===== src/hdl/hvt_pkg.sv =====
// Package for the hierarchical vertex transform core: table sizes, address
// widths, fixed-point constants and the control struct of the shared MAC.
// No dependencies.
`default_nettype none

package hvt_pkg;

  localparam int MAX_OBJECTS = 32;
  localparam int OBJ_W       = 5;
  localparam int WORD_W      = 16;
  localparam int DEPTH_W     = 5;
  localparam int FRAC_BITS   = 12;
  localparam int PROD_W      = 2 * WORD_W;
  localparam int QUOT_W      = PROD_W - FRAC_BITS;
  localparam int ACC_W       = QUOT_W + 2;

  localparam int MAT_DEPTH = MAX_OBJECTS * 9;
  localparam int TRN_DEPTH = MAX_OBJECTS * 3;
  localparam int MAT_AW    = $clog2(MAT_DEPTH);
  localparam int TRN_AW    = $clog2(TRN_DEPTH);
  localparam int DEP_AW    = $clog2(MAX_OBJECTS);

  localparam logic [3:0] SEL_TRN_X = 4'd9;
  localparam logic [3:0] SEL_DEPTH = 4'd12;

  localparam logic KIND_WRITE     = 1'b0;
  localparam logic KIND_TRANSFORM = 1'b1;

  typedef struct packed {
    logic mul;   // register the product of the two operands
    logic acc;   // add the truncated quotient into the accumulator
    logic clr;   // start a new row sum instead of adding
  } mac_ctl_t;

endpackage

`default_nettype wire


===== src/hdl/hvt_mac.sv =====
// Shared multiply / scale / accumulate unit of the vertex transform core.
// Depends on hvt_pkg.
`default_nettype none

module hvt_mac
  import hvt_pkg::*;
(
  input  wire                      clk,
  input  mac_ctl_t                 ctl,
  input  wire signed [WORD_W-1:0]  op_a,
  input  wire signed [WORD_W-1:0]  op_b,
  output logic signed [ACC_W-1:0]  acc
);

  logic signed [PROD_W-1:0] prod;
  logic signed [PROD_W-1:0] prod_adj;
  logic signed [QUOT_W-1:0] quot;
  logic signed [ACC_W-1:0]  acc_next;

  // Division by 4096 rounding toward zero: bias negative products first.
  always_comb begin
    prod_adj = prod + (prod[PROD_W-1] ? PROD_W'((1 << FRAC_BITS) - 1) : PROD_W'(0));
    quot     = prod_adj[PROD_W-1:FRAC_BITS];
    acc_next = (ctl.clr ? ACC_W'(0) : acc) + ACC_W'(quot);
  end

  always_ff @(posedge clk) begin
    if (ctl.mul) begin
      prod <= op_a * op_b;
    end
    if (ctl.acc) begin
      acc <= acc_next;
    end
  end

endmodule

`default_nettype wire

===== config.mk =====
export PLATFORM = sky130hd
export DESIGN_NAME = hvt_mac
export DESIGN_NICKNAME = d
export VERILOG_FILES = /design/src/hdl/hvt_pkg.sv /design/src/hdl/hvt_mac.sv
export SDC_FILE = /design/constraint.sdc
export NUM_CORES = 1
export LEC_CHECK = 0
export ABC_AREA = 1
export BUFFER_PORTS_ARGS = -buffer_cell sky130_fd_sc_hd__buf_4
export CORE_ASPECT_RATIO = 0.7
export CORE_MARGIN = 2
export CORE_UTILIZATION = 66
export CTS_CLUSTER_SIZE = 24
export DETAILED_ROUTE_END_ITERATION = 10
export PLACE_DENSITY = 0.94
export SLEW_MARGIN = 20
export SYNTH_ARGS = -nofsm -noshare
export SYNTH_HDL_FRONTEND = slang
export SYNTH_SLANG_ARGS = --single-unit
export TNS_END_PERCENT = 30

===== constraint.sdc =====
create_clock -name clk -period 6.8 [get_ports clk]
set_input_delay 0 -clock clk [delete_from_list [all_inputs] [get_ports clk]]
set_output_delay 0 -clock clk [all_outputs]
set_load 0.01 [all_outputs]

==> results <==
- Routability-driven placement finished with a final weighted congestion of 1.00.
- Ranked by total cell area, the synthesized netlist is headed by sky130_fd_sc_hd__fa_1, sky130_fd_sc_hd__inv_1, sky130_fd_sc_hd__edfxtp_1.
- In the final timing run, aggregate negative setup slack is 0 ns.
- The detail route stage leaves a number of antenna-violating nets equal to 0.
- The worst max-slew margin expressed relative to the limit is 35.1%.
- Setup violations remaining at the end of the flow were counted as 0.
- The total routed wirelength is 35.8 mm.
- The worst path meets setup with 1.19 ns of slack.
- After clock tree synthesis, the clock-pin slew on the worst setup and hold paths is 0.08 ns.
- The initial antenna violation count is 0.
- The initial utilization of the core area, before any placement, comes to 66.7%.
- The clock network latency to the later pin of the worst-skew pair is 0.31 ns.
- The first routing iteration left 1254 violations.
- After synthesis, flip-flops and latches occupy 11.3% of the total area.
- The total number of nets in the final design is 2245.
- For this block, the via count after detailed routing is 12000.
- In this run, CTS created clock tree buffers numbering 5.
- The count of max-cap constraint violations is 0.
- The number of I/O port buffers is 57.
- The flow ran to the end, and the final reports show no timing, DRC or antenna violations.
- The number of levels in the clock H-tree is 2.
- The number of vias per cell after detailed routing is 5.67.
- The max-slew violation total from the final report came to 0.
- Entering global routing, the biggest net connects 33 pins.
- The number of hold buffers added after CTS is 0.
- In this run the standard cell core region covers 0.0215 mm2.
- The maximum clock frequency is 178 MHz.
- The total of flip-flops plus latches after synthesis is 54.
- Summing every instance area after synthesis gives 0.0143 mm2.
- The sink count of the clock tree is 54.
- The top cell type by area accounts for 36.8% of the synthesized area.
- For this run, design rule violations remaining after detail routing come to 0.
- The floorplan step defined a die boundary enclosing 0.0229 mm2.
- The critical path is of the primary input to register type.
- The first global-routing pass estimated 60.5 mm of wire.
- The synthesized design contains 54 enable-type register cells.
- After detailed routing, the average wire length per cell comes to 16.9 um.
- The final count of hold timing violations is 0.
- After synthesis, the netlist uses 34 different library cells.
- The worst clock skew on the final layout is 0.0108 ns.
- Averaged over all synthesized cells, the footprint is 7.82 um2.
- Before CTS, the worst setup slack after placement is 1.00 ns.
- The die is 127 um tall.
- The master cell of the clock root buffer is sky130_fd_sc_hd__clkbuf_16.
- After filler insertion, the fill cell instance count of the layout stands at 1649.
- The die is 180 um wide.
- The slew at the pin closest to its max-slew limit is 0.965 ns.
- The most used flip-flop cell after synthesis is sky130_fd_sc_hd__edfxtp_1.
- The share of synthesized registers carrying an async set or reset is 0%.
- The number of inserted diodes is 0.
- Once the clock tree was built, the setup fixing pass inserted 0 buffers.
- The number of warning messages in the yosys log is 0.
- In the finished design, the share of the clock period the worst path needs comes to 82.6%.
- After clock tree synthesis, the repair step resized 0 gates.
- The worst setup path is captured at a register.
- The post-synth net total is 2241.
- The time the final worst path needs with I/O delays and setup is 5.61 ns.
- The path category of the worst min-delay check is primary input to register.
- The post-route netlist has 4.47% of its cells at a drive strength greater than 1.
- At the worst endpoint, the required time is 6.85 ns.
- The area growth from synthesis to layout is 4.88%.
- Of all nets on the critical path, the largest fanout is 16.
- The total global routing overflow is 0.
- The worst setup path is launched from a primary input.
- Across every metal layer, demand over resource in global routing totals 33.2%.
- The number of iterations in the first detailed-routing pass is 8.
- The largest total area in the synthesized netlist belongs to sky130_fd_sc_hd__fa_1.
- The hold-critical path depth is 1.
- STA puts the critical path data arrival time at 5.67 ns.
- Setup repair after global routing left no endpoint under its margin.
- The number of global-route vias before repair is 12800.
- The synthesized netlist cell count is 1828.
- The count of cells along the worst register-to-register path is 16.
- The HPWL after detailed placement is 30.7 mm.
- TritonCTS built the clock tree.
- The worst hold slack is 0.105 ns.
- In this run the core area contains 45 standard-cell rows.
- In this run the count of I/O pins placed on the die edge is 58.
- The clock tree buffer depth is 2.
[cells by family after synthesis]
family,Yosys count,share of synthesized area (%)
compound gates,146,5.54
buf+inv,567,14.9
xor+xnor,58,3.55
fa+ha+maj,377,46.8
flops,54,11.3
simple gates,626,17.9
[final timing paths]
path                            startpoint        to  slack, ns
worst max-delay path              op_a[15]  prod[27]       1.19
worst min-delay path                ctl[1]    acc[3]       0.11
worst max register to register    prod[31]   acc[18]       2.44
worst min register to register      acc[0]    acc[0]       0.72
[state kept, by name (all words and copies together), names as in the netlist]
signal and count:
prod 32, acc 22
[per-layer routing]
| layer | up-vias | wire length (um) | global-route usage, % |
|---|---|---|---|
| met1 | 5784 | 14000 | 45.0 |
| met2 | 716 | 16300 | 52.9 |
| met4 | 0 | 1060 | 10.1 |
| met5 | - | 0 | 0 |
| met3 | 121 | 4450 | 9.15 |
| li1 | 5379 | - | - |
[cells in the final DEF (no fill, tap or decap)]
cell type / synthesis / layout
sky130_fd_sc_hd__nand4_1: 20 / 20
sky130_fd_sc_hd__xnor2_1: 22 / 22
sky130_fd_sc_hd__edfxtp_1: 54 / 54
sky130_fd_sc_hd__nand2b_1: 1 / 1
sky130_fd_sc_hd__nor3b_2: 1 / 1
sky130_fd_sc_hd__fa_1: 263 / 263
sky130_fd_sc_hd__a21o_1: 8 / 8
sky130_fd_sc_hd__o31ai_1: 1 / 1
sky130_fd_sc_hd__clkbuf_16: 0 / 5
sky130_fd_sc_hd__or2_2: 8 / 8
sky130_fd_sc_hd__nand3_1: 44 / 44
sky130_fd_sc_hd__nand2_2: 2 / 2
sky130_fd_sc_hd__a31oi_1: 1 / 1
sky130_fd_sc_hd__inv_1: 506 / 506
sky130_fd_sc_hd__clkinv_4: 0 / 1
sky130_fd_sc_hd__nor2_2: 1 / 1
sky130_fd_sc_hd__nor3_1: 12 / 12
sky130_fd_sc_hd__nor2_1: 109 / 109
sky130_fd_sc_hd__xor2_1: 36 / 36
sky130_fd_sc_hd__nand3b_1: 2 / 2
sky130_fd_sc_hd__o211ai_1: 3 / 3
sky130_fd_sc_hd__nor4_1: 1 / 1
sky130_fd_sc_hd__clkbuf_1: 59 / 1
sky130_fd_sc_hd__inv_2: 1 / 1
sky130_fd_sc_hd__a21boi_0: 3 / 3
sky130_fd_sc_hd__nand2_4: 1 / 1
sky130_fd_sc_hd__ha_1: 114 / 114
sky130_fd_sc_hd__o21bai_1: 6 / 6
sky130_fd_sc_hd__buf_4: 0 / 57
sky130_fd_sc_hd__nand2_1: 420 / 420
sky130_fd_sc_hd__o21ai_0: 44 / 44
sky130_fd_sc_hd__o21a_1: 3 / 3
sky130_fd_sc_hd__clkinv_2: 0 / 1
sky130_fd_sc_hd__a21oi_1: 77 / 77
sky130_fd_sc_hd__nor3_4: 1 / 1
sky130_fd_sc_hd__nor2_4: 1 / 1
sky130_fd_sc_hd__nor3_2: 2 / 2
[Yosys cell counts (all sizes together), types with 6 or more instances]
cell      n
ha      114
or2       8
nor2    111
o21ai    44
a21o      8
edfxtp   54
xor2     36
fa      263
nand4    20
o21bai    6
inv     507
a21oi    77
nor3     15
nand2   423
xnor2    22
clkbuf   59
nand3    44
[critical path, cell delays in order]
cell and delay (ns):
sky130_fd_sc_hd__buf_4 0.18, sky130_fd_sc_hd__nand2_1 0.12, sky130_fd_sc_hd__inv_1 0.09, sky130_fd_sc_hd__fa_1 0.67, sky130_fd_sc_hd__fa_1 0.92, sky130_fd_sc_hd__fa_1 0.53, sky130_fd_sc_hd__fa_1 0.50, sky130_fd_sc_hd__fa_1 0.49
sky130_fd_sc_hd__inv_1 0.05, sky130_fd_sc_hd__fa_1 0.47, sky130_fd_sc_hd__inv_1 0.04, sky130_fd_sc_hd__ha_1 0.38, sky130_fd_sc_hd__nand2_1 0.13, sky130_fd_sc_hd__nor2_1 0.16, sky130_fd_sc_hd__inv_1 0.09, sky130_fd_sc_hd__nor3_1 0.34
sky130_fd_sc_hd__o21ai_0 0.26, sky130_fd_sc_hd__nand4_1 0.16, sky130_fd_sc_hd__nand2_1 0.07
[through the flow]
step,util [%],instances,instance area (um2)
after floorplan,-,1828,14300
after global placement,69.3,2107,14900
after detailed placement,69.3,2107,14900
after CTS,69.9,2115,15000
final,69.9,2115,15000
after global routing,69.9,2115,15000
[cell type report]
cell class,instances,area (um2),share of cell area (%)
Timing Repair Buffer,57,428,2.85
Tap cell,282,353,2.35
Clock buffer,6,129,0.859
Inverter,507,1900,12.7
Sequential cell,54,1620,10.8
Clock inverter,2,13.8,0.0918
Multi-Input combinational cell,1207,10600,70.3
Power is not shown: default switching activity piles up to over one toggle a cycle in this logic, so the estimate is an artifact.
